`config.mk`:
```
export PLATFORM = sky130hd
export DESIGN_NAME = sis_cell
export DESIGN_NICKNAME = d
export VERILOG_FILES = /design/src/rtl/sis_pkg.sv /design/src/rtl/sis_cell.sv
export SDC_FILE = /design/constraint.sdc
export NUM_CORES = 1
export LEC_CHECK = 0
export ABC_AREA = 1
export CAP_MARGIN = 30
export CORE_MARGIN = 2
export CORE_UTILIZATION = 55
export DETAILED_ROUTE_END_ITERATION = 10
export DONT_BUFFER_PORTS = 1
export PLACE_DENSITY = 0.7
export SYNTH_ARGS = -nofsm -noshare
export SYNTH_HDL_FRONTEND = slang
export SYNTH_SLANG_ARGS = --single-unit
```
`constraint.sdc`:
```
create_clock -name clk -period 5.05 [get_ports clk]
set_input_delay 0.7575 -clock clk [delete_from_list [all_inputs] [get_ports clk]]
set_output_delay 0.7575 -clock clk [all_outputs]
set_load 0.01 [all_outputs]
```
`src/rtl/sis_pkg.sv`:
```
// sis_pkg: shared types and constants for the sorted interval set
// used by sis_cell and sorted_interval_set_top; no dependencies
package sis_pkg;

	localparam int MAX_INTERVALS = 64;
	localparam int CNT_W         = $clog2(MAX_INTERVALS + 1);

	// item kinds
	localparam logic [1:0] KIND_ADD   = 2'd0;
	localparam logic [1:0] KIND_QUERY = 2'd1;
	localparam logic [1:0] KIND_CLEAR = 2'd2;

	// status codes
	localparam logic [1:0] STAT_OK       = 2'd0;
	localparam logic [1:0] STAT_FULL     = 2'd1;
	localparam logic [1:0] STAT_REVERSED = 2'd2;

	// operation broadcast to the cell row
	typedef logic [2:0] cell_op_t;
	localparam cell_op_t OP_HOLD    = 3'd0;
	localparam cell_op_t OP_EVAL    = 3'd1;
	localparam cell_op_t OP_MERGE   = 3'd2;
	localparam cell_op_t OP_COMPACT = 3'd3;
	localparam cell_op_t OP_INSERT  = 3'd4;

	// what a cell shows its neighbors
	typedef struct packed {
		logic [31:0] lo;
		logic [31:0] hi;
		logic        joined; // entry overlaps or touches the item
		logic        tail;   // valid entry lying wholly above the item
		logic        after;  // tail or empty: at or past the insert slot
	} link_t;

endpackage

```
`src/rtl/sis_cell.sv`:
```
// sis_cell: one slot of the interval row, holds one interval and its flags
// depends on sis_pkg; shifts data to and from its neighbors under the broadcast op
module sis_cell
	import sis_pkg::*;
(
	input  logic        clk,
	input  logic        arst_n,
	input  cell_op_t    op,
	input  logic [31:0] cmd_lo,
	input  logic [31:0] cmd_hi,
	input  logic [31:0] cmd_pt,
	input  logic        valid,
	input  link_t       left,
	input  link_t       right,
	output link_t       link,
	output logic        hit,
	output logic        pair
);

	logic [31:0] low_q;
	logic [31:0] high_q;
	logic        join_q;
	logic        tail_q;
	logic        hit_q;

	logic join_d;
	logic overlap;
	logic touch_hi;
	logic touch_lo;
	logic first;
	logic shift_dn;
	logic after;

	assign overlap  = (low_q <= cmd_hi) && (cmd_lo <= high_q);
	assign touch_hi = (high_q != 32'hFFFF_FFFF) && (cmd_lo == high_q + 32'd1);
	assign touch_lo = (low_q != 32'd0) && (cmd_hi == low_q - 32'd1);
	assign join_d   = valid && (overlap || touch_hi || touch_lo);

	assign first    = join_q && !left.joined;
	assign shift_dn = (join_q && left.joined) || tail_q;
	assign after    = tail_q || !valid;

	always_ff @(posedge clk) begin
		unique case (op)
			OP_MERGE: begin
				if (first) begin
					low_q  <= (cmd_lo < low_q) ? cmd_lo : low_q;
					high_q <= (cmd_hi > high_q) ? cmd_hi : high_q;
				end
			end
			OP_COMPACT: begin
				if (first) begin
					high_q <= (right.hi > high_q) ? right.hi : high_q;
				end else if (shift_dn) begin
					low_q  <= right.lo;
					high_q <= right.hi;
				end
			end
			OP_INSERT: begin
				if (after && left.after) begin
					low_q  <= left.lo;
					high_q <= left.hi;
				end else if (after) begin
					low_q  <= cmd_lo;
					high_q <= cmd_hi;
				end
			end
			OP_HOLD, OP_EVAL: begin
			end
			default: begin
			end
		endcase
	end

	always_ff @(posedge clk or negedge arst_n) begin
		if (!arst_n) begin
			join_q <= 1'b0;
			tail_q <= 1'b0;
			hit_q  <= 1'b0;
		end else if (op == OP_EVAL) begin
			join_q <= join_d;
			tail_q <= valid && !join_d && (low_q > cmd_hi);
			hit_q  <= valid && (low_q <= cmd_pt) && (cmd_pt <= high_q);
		end else if (op == OP_COMPACT && shift_dn) begin
			// flags travel down with the entry
			join_q <= right.joined;
			tail_q <= right.tail;
		end
	end

	assign link.lo     = low_q;
	assign link.hi     = high_q;
	assign link.joined = join_q;
	assign link.tail   = tail_q;
	assign link.after  = after;
	assign hit         = hit_q;
	assign pair        = join_q && right.joined;

endmodule

```
==> results.ini <==
[grt]
grt-ovfl-total = 0
grt_pass1_vias = 11369
antenna_found_initial = 2
grt_max_degree = 58
grt_first_pass_wirelength_mm = 67.2
grt_usage = 0.399

[setup_path]
path_class = flip-flop to flip-flop
cp.required_ns = 5.04
critPathMaxFanout = 32
critPathMostFrequentCell = nand2_1
path_cells = inv_1 > ha_1 > nand2_1 > inv_1 > nand3_1 > o221ai_1 > nand2_1 > nand3_1 > nand2_1 > nand2_1 > nand2_1 > nand2_1 > nand3_1 > nor2_4 > buf_4
slowest_stage = edfxtp_1
end_kind = flip-flop
cpPeakStageDelay_ns = 0.56
critical_path_arrival_ns = 3.44
setup.worst_path.start_class = flip-flop

[yosys]
synth.area.mux_share = 0
netlist_area_um2 = 11800
synth_edf_count = 64
synth_most_common_cell = nand2_1
yosys.area_share.simple = 0.271
synth_top_area_frac = 0.239
synth-async-reset-ratio = 0.0448
yosys-top-cells-area = ha_1 (24%), edfxtp_1 (16%), nand2_1 (13%)
synth_common_cells = nand2_1 (414), inv_1 (239), ha_1 (226)
synth_top_family_by_area = simple AND/OR/NAND/NOR gates
yosysTopAreaCell = ha_1
synth.distinct_cells = 44
syn_nets = 2214
synth_warnings = 0
yosys_register_bits = 67
synth.avg_cell_area_um2 = 6.76
synth_xor_xnor_area_share = 0.0523
synth_seq_area_share = 0.169
synth_cells = 1752
synth_compound_area_frac = 0.180
synthAdderAreaFrac = 0.239
yosys_most_used_dff = edfxtp_1

[clock_network]
cts_tree = yes
clk_pin_slew_ns = 0.07
htree_num_levels = 3
clock_latency_ns = 0.36
cts_resized = 0
cts_made_buffers = 9
postCtsSetupRepairBufs = 0
cts-root-buf = clkbuf_16
cts_buffer_depth = 2
hold_buffers = 0
clkSinkCount = 67

[placement]
place_hpwl_mm = 38.5
pre_cts_ws_ns = 1.66
placed_cell_area_um2 = 12100
numPortBuffers = 0
place_congestion = 0.996

[power_and_ir_drop]
p_leak_nw = 6.02
ir_drop_mv = 0.143
power.total_mw = 2.52
power.density_nw_per_um2 = 202

[die]
die_w_um = 151
start_util = 0.561
rows = 53
core_um2 = 21100
die_y_um = 151
boundaryPins = 305
dieArea_um2 = 22700

[min_path]
worstHoldPathType = primary input to asynchronous set/reset pin

[finish]
final_nets = 2197
syn2layout_area_growth_pct = 5.41
layout-drive-gt1-share = 0.0362
final_area_um2 = 12500

[timing]
worst_slack_ns = 1.60
max-slew-margin-rel = 0.334
fin_tns_setup_ns = 0
tightestPinTransition_ns = 0.998
rsz0062_at_grt = no
hold_viol_final = 0
finClkSkew_ns = 0.00783
fmax_ghz = 0.290
min_period_over_period = 0.682
setup_viol = 0
whs_ns = 0.0851
layout_min_cycle_time_ns = 3.45
slew_viol_final = 0

[detailed_routing]
viasPerCell = 6.16
drtIter0Drc = 1143
vias = 12417
wire_per_inst_um = 23.0
first_pass_iters = 6
drcViolationCount = 0
ant_nets = 0
wirelength_mm = 46.3

[outcome]
status = finished clean

[run]
cap_violations = 0

report_power, final:
part	total, mW	internal (mW)	switching (mW)	leakage, nW
Clock	0.759	0.453	0.306	0.164
Sequential	0.805	0.678	0.127	0.640
Combinational	0.951	0.349	0.602	5.22
Total	2.52	1.48	1.03	6.02
logic make-up (layout without fill, tap and decap cells):
group | Yosys count | count (layout)
simple gates | 745 | 745
flops | 67 | 67
fa+ha+maj | 226 | 226
compound gates | 371 | 371
buf+inv | 277 | 265
other cells | 0 | 1
xor+xnor | 66 | 66
per-stage QoR:
| step | utilization | instances |
|---|---|---|
| 2_1_floorplan | - | 1752 |
| 3_3_place_gp | 0.575 | 1998 |
| 3_5_place_dp | 0.576 | 1999 |
| 4_1_cts | 0.592 | 2015 |
| 5_1_grt | 0.592 | 2016 |
| 6_report | 0.592 | 2016 |
critical path: cells and delay by family, from the launching register on:
family | cells | cell delay [ns]
and+or+nand+nor | 10 | 0.99
DFF | 1 | 0.56
adders and majority gates | 1 | 0.34
AOI/OAI and AO/OA | 1 | 0.40
buffers and inverters | 3 | 0.75
worst paths after layout:
check / endpoint / depth (start not counted) / slack [ns] / start
max in group asynchronous: hit / 0 / 4.90 / arst_n
setup reg to reg: high_q[20] / 15 / 1.60 / high_q[7]
hold / removal: tail_q / 0 / 0.09 / arst_n
hold reg to reg: hit / 2 / 0.61 / hit
setup / recovery: high_q[20] / 15 / 1.60 / high_q[7]
min in group clk: low_q[6] / 2 / 0.60 / right[41]
cell type report:
cell class                 count  area, um^2
antenna                        1        2.50
clock buffer                  10         239
clock inverter                 6        95.1
fill                        2094        8610
inverter                     240         901
multi-input combinational   1408        8820
sequential                    67        2000
tap                          275         344
timing repair buffer           9        80.1
registers in the layout, summed over array words and instances (netlist names):
name    flops
tail_q      1
high_q     32
low_q      32
hit         1
join_q      1
routing by layer:
metal  track usage  wire length (um)
met5             0                13
met4         0.158              2010
met3         0.107              5630
met2         0.630             20300
met1         0.519             18300
placed cells by master (no fill, tap or decap), types with 4 or more instances in the layout:
cell,n
a211oi_1,8
a21oi_1,161
buf_4,8
clkbuf_16,9
edfxtp_1,64
ha_1,226
inv_1,237
nand2_1,413
nand2_2,4
nand3_1,72
nand3b_1,6
nand4_1,37
nor2_1,153
nor2_2,13
nor2_4,8
nor3_1,21
nor4_1,5
o211ai_1,66
o21a_1,5
o21ai_0,97
o21ai_1,6
o221ai_1,8
o31ai_1,7
xnor2_1,17
xor2_1,46
Note: power is estimated with default switching activity, not from simulation.
